File: config.mk
export PLATFORM = sky130hd
export DESIGN_NAME = hsv_to_rgb_percent_top
export DESIGN_NICKNAME = d
export VERILOG_FILES = /design/src/rtl/hsvrgb_pkg.sv /design/src/rtl/hsv_to_rgb_percent_top.sv
export SDC_FILE = /design/constraint.sdc
export NUM_CORES = 2
export LEC_CHECK = 0
export ABC_AREA = 1
export BUFFER_PORTS_ARGS = -buffer_cell sky130_fd_sc_hd__buf_2
export CAP_MARGIN = 20
export CORE_MARGIN = 5
export CORE_UTILIZATION = 35
export CTS_CLUSTER_SIZE = 8
export DETAILED_ROUTE_END_ITERATION = 6
export MAX_ROUTING_LAYER = met4
export PLACE_DENSITY_LB_ADDON = 0.05
export SYNTH_ARGS = -nofsm -noshare
export SYNTH_HDL_FRONTEND = slang
export SYNTH_SLANG_ARGS = --single-unit
File: constraint.sdc
create_clock -name clk -period 4.96 [get_ports clk]
set_input_delay 0.496 -clock clk [delete_from_list [all_inputs] [get_ports clk]]
set_output_delay 0.496 -clock clk [all_outputs]
set_load 0.01 [all_outputs]
File: src/rtl/hsvrgb_pkg.sv
`timescale 1ns / 1ps

package hsvrgb_pkg;

	typedef struct packed {
		logic [8:0] hue_deg;
		logic [6:0] sat_pct;
		logic [6:0] val_pct;
	} hsv_beat_t;

	typedef struct packed {
		logic [7:0] red_out;
		logic [7:0] green_out;
		logic [7:0] blue_out;
	} rgb_beat_t;

	// hue sectors of 60 degrees
	localparam logic [2:0] SEC_RED_YEL  = 3'd0;
	localparam logic [2:0] SEC_YEL_GRN  = 3'd1;
	localparam logic [2:0] SEC_GRN_CYN  = 3'd2;
	localparam logic [2:0] SEC_CYN_BLU  = 3'd3;
	localparam logic [2:0] SEC_BLU_MAG  = 3'd4;
	localparam logic [2:0] SEC_MAG_RED  = 3'd5;

	localparam logic [8:0] HUE_MAX = 9'd359;
	localparam logic [6:0] PCT_MAX = 7'd100;

	localparam int VV_W   = 15;             // v*255
	localparam int K_W    = 13;             // weight in 1/6000 of full scale
	localparam int N_W    = VV_W + K_W;     // v*255*k
	localparam int SHIFT  = 6;              // 600000 = 64 * 9375
	localparam int NS_W   = N_W - SHIFT;
	localparam int M_W    = 23;
	localparam int P_SH   = 36;
	localparam int PROD_W = NS_W + M_W;

	localparam logic [K_W-1:0] TOP_K   = 13'd6000;
	localparam logic [K_W-1:0] SIXTY_K = 13'd60;
	localparam logic [VV_W-1:0] V_MUL  = 15'd255;
	// ceil(2^36 / 9375), exact quotient for dividends below 2^22
	localparam logic [M_W-1:0] RECIP_M = 23'd7330078;

endpackage

File: src/rtl/hsv_to_rgb_percent_top.sv
`timescale 1ns / 1ps
// Throughput: one beat per cycle while out_ready stays high; each stage
// holds its beat only while the stage after it is full and stalled, so
// bubbles collapse under backpressure.
// Sets of the rate: the v*255*k multiply and the reciprocal multiply each take
// a stage of their own. Reset clears the stage valid bits only.
module hsv_to_rgb_percent_top (
	input  logic                  clk,
	input  logic                  arst_n,
	input  logic                  in_valid,
	output logic                  in_ready,
	input  hsvrgb_pkg::hsv_beat_t in_data,
	output logic                  out_valid,
	input  logic                  out_ready,
	output hsvrgb_pkg::rgb_beat_t out_data
);
	import hsvrgb_pkg::*;

	logic vld_s1, vld_s2, vld_s3, vld_s4, vld_s5;
	logic adv1, adv2, adv3, adv4, adv5;

	assign adv5 = !vld_s5 || out_ready;
	assign adv4 = !vld_s4 || adv5;
	assign adv3 = !vld_s3 || adv4;
	assign adv2 = !vld_s2 || adv3;
	assign adv1 = !vld_s1 || adv2;
	assign in_ready = adv1;

	always_ff @(posedge clk or negedge arst_n) begin
		if (!arst_n) begin
			vld_s1 <= 1'b0;
			vld_s2 <= 1'b0;
			vld_s3 <= 1'b0;
			vld_s4 <= 1'b0;
			vld_s5 <= 1'b0;
		end else begin
			if (adv1) vld_s1 <= in_valid;
			if (adv2) vld_s2 <= vld_s1;
			if (adv3) vld_s3 <= vld_s2;
			if (adv4) vld_s4 <= vld_s3;
			if (adv5) vld_s5 <= vld_s4;
		end
	end

	// stage 1: clamp and split the hue into sector and remainder
	logic [8:0] hue_c;
	logic [6:0] sat_c, val_c;
	logic [2:0] sec_c;
	logic [8:0] off_c;
	logic [8:0] rem_c;

	always_comb begin
		hue_c = (in_data.hue_deg > HUE_MAX) ? HUE_MAX : in_data.hue_deg;
		sat_c = (in_data.sat_pct > PCT_MAX) ? PCT_MAX : in_data.sat_pct;
		val_c = (in_data.val_pct > PCT_MAX) ? PCT_MAX : in_data.val_pct;
		if (hue_c >= 9'd300) begin
			sec_c = SEC_MAG_RED;
			off_c = 9'd300;
		end else if (hue_c >= 9'd240) begin
			sec_c = SEC_BLU_MAG;
			off_c = 9'd240;
		end else if (hue_c >= 9'd180) begin
			sec_c = SEC_CYN_BLU;
			off_c = 9'd180;
		end else if (hue_c >= 9'd120) begin
			sec_c = SEC_GRN_CYN;
			off_c = 9'd120;
		end else if (hue_c >= 9'd60) begin
			sec_c = SEC_YEL_GRN;
			off_c = 9'd60;
		end else begin
			sec_c = SEC_RED_YEL;
			off_c = 9'd0;
		end
		rem_c = hue_c - off_c;
	end

	logic [2:0] sec_s1;
	logic [5:0] rem_s1;
	logic [6:0] sat_s1, val_s1;

	always_ff @(posedge clk) begin
		if (adv1) begin
			sec_s1 <= sec_c;
			rem_s1 <= rem_c[5:0];
			sat_s1 <= sat_c;
			val_s1 <= val_c;
		end
	end

	// stage 2: small products
	logic [2:0]      sec_s2;
	logic [VV_W-1:0] vv_s2;
	logic [K_W-1:0]  sr_s2;
	logic [K_W-1:0]  base_s2;
	logic [6:0]      unsat;

	assign unsat = PCT_MAX - sat_s1;

	always_ff @(posedge clk) begin
		if (adv2) begin
			sec_s2  <= sec_s1;
			vv_s2   <= {{(VV_W-7){1'b0}}, val_s1} * V_MUL;
			sr_s2   <= {{(K_W-7){1'b0}}, sat_s1} * {{(K_W-6){1'b0}}, rem_s1};
			base_s2 <= {{(K_W-7){1'b0}}, unsat} * SIXTY_K;
		end
	end

	// stage 3: pick each channel's weight
	logic [K_W-1:0] rise_k, fall_k;
	logic [K_W-1:0] kr_c, kg_c, kb_c;

	always_comb begin
		rise_k = base_s2 + sr_s2;
		fall_k = TOP_K - sr_s2;
		case (sec_s2)
			SEC_RED_YEL: begin kr_c = TOP_K;   kg_c = rise_k;  kb_c = base_s2; end
			SEC_YEL_GRN: begin kr_c = fall_k;  kg_c = TOP_K;   kb_c = base_s2; end
			SEC_GRN_CYN: begin kr_c = base_s2; kg_c = TOP_K;   kb_c = rise_k;  end
			SEC_CYN_BLU: begin kr_c = base_s2; kg_c = fall_k;  kb_c = TOP_K;   end
			SEC_BLU_MAG: begin kr_c = rise_k;  kg_c = base_s2; kb_c = TOP_K;   end
			default:     begin kr_c = TOP_K;   kg_c = base_s2; kb_c = fall_k;  end
		endcase
	end

	logic [VV_W-1:0] vv_s3;
	logic [K_W-1:0]  kr_s3, kg_s3, kb_s3;

	always_ff @(posedge clk) begin
		if (adv3) begin
			vv_s3 <= vv_s2;
			kr_s3 <= kr_c;
			kg_s3 <= kg_c;
			kb_s3 <= kb_c;
		end
	end

	// stage 4: scaled value, drop the power-of-two part of the divisor
	logic [N_W-1:0] nr_c, ng_c, nb_c;

	assign nr_c = {{K_W{1'b0}}, vv_s3} * {{VV_W{1'b0}}, kr_s3};
	assign ng_c = {{K_W{1'b0}}, vv_s3} * {{VV_W{1'b0}}, kg_s3};
	assign nb_c = {{K_W{1'b0}}, vv_s3} * {{VV_W{1'b0}}, kb_s3};

	logic [NS_W-1:0] nr_s4, ng_s4, nb_s4;

	always_ff @(posedge clk) begin
		if (adv4) begin
			nr_s4 <= nr_c[N_W-1:SHIFT];
			ng_s4 <= ng_c[N_W-1:SHIFT];
			nb_s4 <= nb_c[N_W-1:SHIFT];
		end
	end

	// stage 5: divide by 9375 through the reciprocal
	logic [PROD_W-1:0] pr_c, pg_c, pb_c;

	assign pr_c = {{M_W{1'b0}}, nr_s4} * {{NS_W{1'b0}}, RECIP_M};
	assign pg_c = {{M_W{1'b0}}, ng_s4} * {{NS_W{1'b0}}, RECIP_M};
	assign pb_c = {{M_W{1'b0}}, nb_s4} * {{NS_W{1'b0}}, RECIP_M};

	rgb_beat_t rgb_s5;

	always_ff @(posedge clk) begin
		if (adv5) begin
			rgb_s5.red_out   <= pr_c[P_SH+7:P_SH];
			rgb_s5.green_out <= pg_c[P_SH+7:P_SH];
			rgb_s5.blue_out  <= pb_c[P_SH+7:P_SH];
		end
	end

	assign out_valid = vld_s5;
	assign out_data  = rgb_s5;

endmodule

==> results.ini <==
[global_route]
grt_pass1_wl_mm=273
grt_overflow=0
grt.total_usage_pct=20.5
grt_antenna_before_repair=1
grt_pass1_vias=48600
grt_max_degree=56

[critical_path]
required_ps=5310
endpoint_kind=flip-flop
crit_type=flip-flop to flip-flop
critPathLaunchType=flip-flop
crit_fanout=5
critPathArrivalTime_ps=5970

[sta]
rsz0062_at_grt=yes
period_share_pct=113
worstMarginPinSlew_ps=1000
setup_tns_ps=-14000
finalSetupViolations=27
post-route-min-period_ps=5620
final-hold-violation-count=0
max_freq_mhz=178
relSlewSlack_pct=32.9
skew_ps=72.7
setup_slack_ps=-657
slew_viol_final=0

[clock_tree]
clk_latency_ps=630
clock_sinks=214
cts_tree=built
cts-root-buf=clkbuf_16
htreeDepth=2
cts_made_buffers=36
clk_path_buf_depth=3
clkTransAtPathRegs_ps=50

[yosys]
synthSimpleGateAreaFrac_pct=17.0
syn_inst=7077
synth_cell_types=44
yosysWarningCount=0
yosys_register_bits=214
synth-xor-area-share_pct=1.53
ys_async_sr_fraction_pct=2.34
synth_compound_area_share_pct=3.11
seq_area_frac_synth_pct=11.0
syn_area_sq_mm=0.0584
synth_top_flop_cell=edfxtp_1
synth_nets=8971
synthAdderAreaFrac_pct=53.9
synth.area.mux_share_pct=0
synth_top_family_by_area=adder cells
syn_avg_cell_area_sq_um=8.25
synth_edf_count=209

[placed_design]
gp_congestion=0.867
port_buffers=52
dp_hpwl_mm=150
dpl.cell_count=9977
dp_slack_ps=-799

[route]
drc=0
detail-route-antenna-nets=0
vias_per_cell=4.51
wl_per_cell_um=16.9
routed_wl_mm=172
firstDrtPassIters=5
vias=45700
drt_iter0_drc=1949

[layout]
nNetsFinal=9817
utilization_pct=43.5
instances_no_fill=10100
drive_gt1_share_pct=21.3
diodes=0
syn2layout_area_growth_pct=24.1

[hold_path]
min_path_type=input port to flip-flop

[die]
coreArea_sq_mm=0.166
initial_utilization_pct=35.1
die_h_um=419
die-area_sq_mm=0.175
top_level_ports=53
die_w_um=419
num_rows=150

[run_status]
violations=setup timing
status=finished with violations

[run]
maxCapViolCount=0

final cells by class:
cell class / count / area [sq um]
clock buffer: 42 / 923
clock inverter: 13 / 148
fill: 16900 / 94000
inverter: 1987 / 7470
multi-input combinational: 4763 / 47300
sequential: 214 / 6400
tap: 2204 / 2760
timing repair buffer: 921 / 7490
registers in the layout, indices dropped and copies added, names as in the netlist, 15 cells and up:
name	cells
vv_s3	15
nr_s4	22
ng_s4	22
out_data	24
nb_s4	22
vv_s2	15
worst max-delay path, cell delays in order, from the launching register on:
cell,delay [ps]
edfxtp_1,470
buf_6,160
fa_1,540
inv_1,70
fa_1,380
inv_1,80
fa_1,440
fa_1,520
fa_1,530
fa_1,550
inv_1,60
fa_1,470
inv_1,60
ha_4,280
nand2_4,100
inv_1,40
nand2_1,70
nand2_2,60
nand2_1,60
nand2_1,60
a21oi_2,170
nand3_1,100
nand2_1,60
nand2_1,40
metrics by stage:
| stage | hold WS [ps] | area [sq um] |
|---|---|---|
| after CTS | 15.2 | 70000 |
| after detailed placement | 327 | 67300 |
| final | 75.0 | 72500 |
| after floorplan | 200 | 58700 |
| after global routing | 31.8 | 72500 |
| after global placement | 325 | 67300 |
kinds of logic (layout without fill, tap and decap cells):
kind of cell / count (synthesis) / count (layout)
XOR/XNOR: 102 / 102
AO/OA/AOI/OAI: 324 / 324
buffers and inverters: 2100 / 2963
adder cells (fa/ha/maj): 1867 / 1867
AND/OR/NAND/NOR: 2470 / 2470
flip-flops: 214 / 214
layout by cell type (no fill, tap or decap), drive strengths merged, types with 9 or more instances in the layout:
cell type / n
buf: 918
edfxtp: 209
inv: 1985
nand3: 187
nand3b: 9
a21o: 22
o21ai: 55
nor3: 40
nand2: 1808
clkbuf: 44
nor2: 343
nor4: 12
o21bai: 19
xnor2: 27
clkinv: 12
a21oi: 191
xor2: 75
ha: 783
nand4: 56
fa: 1084
routing by layer:
metal | track usage (%) | part of all wire (%) | wire length (um) | vias up
li1 | - | - | - | 22700
met1 | 29.7 | 50 | 86400 | 22400
met5 | - | 0 | 0 | -
met2 | 32.2 | 45 | 77400 | 539
met4 | 2.79 | 1.7 | 2990 | 0
met3 | 1.69 | 3.0 | 5130 | 131
what timing repair did:
item / CTS / global route
resized for setup: 284 / 547
hold buffers: 1 / 0
endpoints found under the hold margin: 5 / 0
setup endpoints to repair: 59 / 80
buffers inserted: 39 / 67
pin swaps: 122 / 321
gates cloned: 5 / 2
synthesized netlist by cell type, drive strengths merged (8+ instances only):
library cell | instances | area (sq um)
clkbuf | 97 | 364
nand3 | 187 | 936
xor2 | 75 | 657
ha | 783 | 9800
nor4 | 12 | 75.1
nor3 | 40 | 200
a21o | 22 | 165
edfxtp | 209 | 6280
a21oi | 191 | 960
or2 | 8 | 50.1
nor2 | 343 | 1310
nand3b | 9 | 67.6
buf | 16 | 70.1
nand4 | 56 | 350
fa | 1084 | 21700
inv | 1987 | 7460
o21ai | 55 | 275
nand2 | 1808 | 6870
xnor2 | 27 | 236
o21bai | 19 | 143
worst paths after layout:
kind / startpoint / to / slack, ps / depth (start not counted)
max: nb_s4[9]$_DFFE_PP_ / out_data[3]$_DFFE_PP_ / -660 / 23
min: in_data[5] / val_s1[5]$_SDFFCE_PN1P_ / 80 / 1
max reg2reg: nb_s4[9]$_DFFE_PP_ / out_data[3]$_DFFE_PP_ / -660 / 23
min reg2reg: vv_s2[10]$_DFFE_PP_ / vv_s3[10]$_DFFE_PP_ / 420 / 0
max in group asynchronous: arst_n / vld_s3$_DFFE_PN0P_ / 4590 / 2
min in group asynchronous: arst_n / out_valid$_DFFE_PN0P_ / 240 / 2
Power is left out: the tool's default activity adds up to more than one toggle a clock period on the data nets, which glitch-free logic cannot reach.
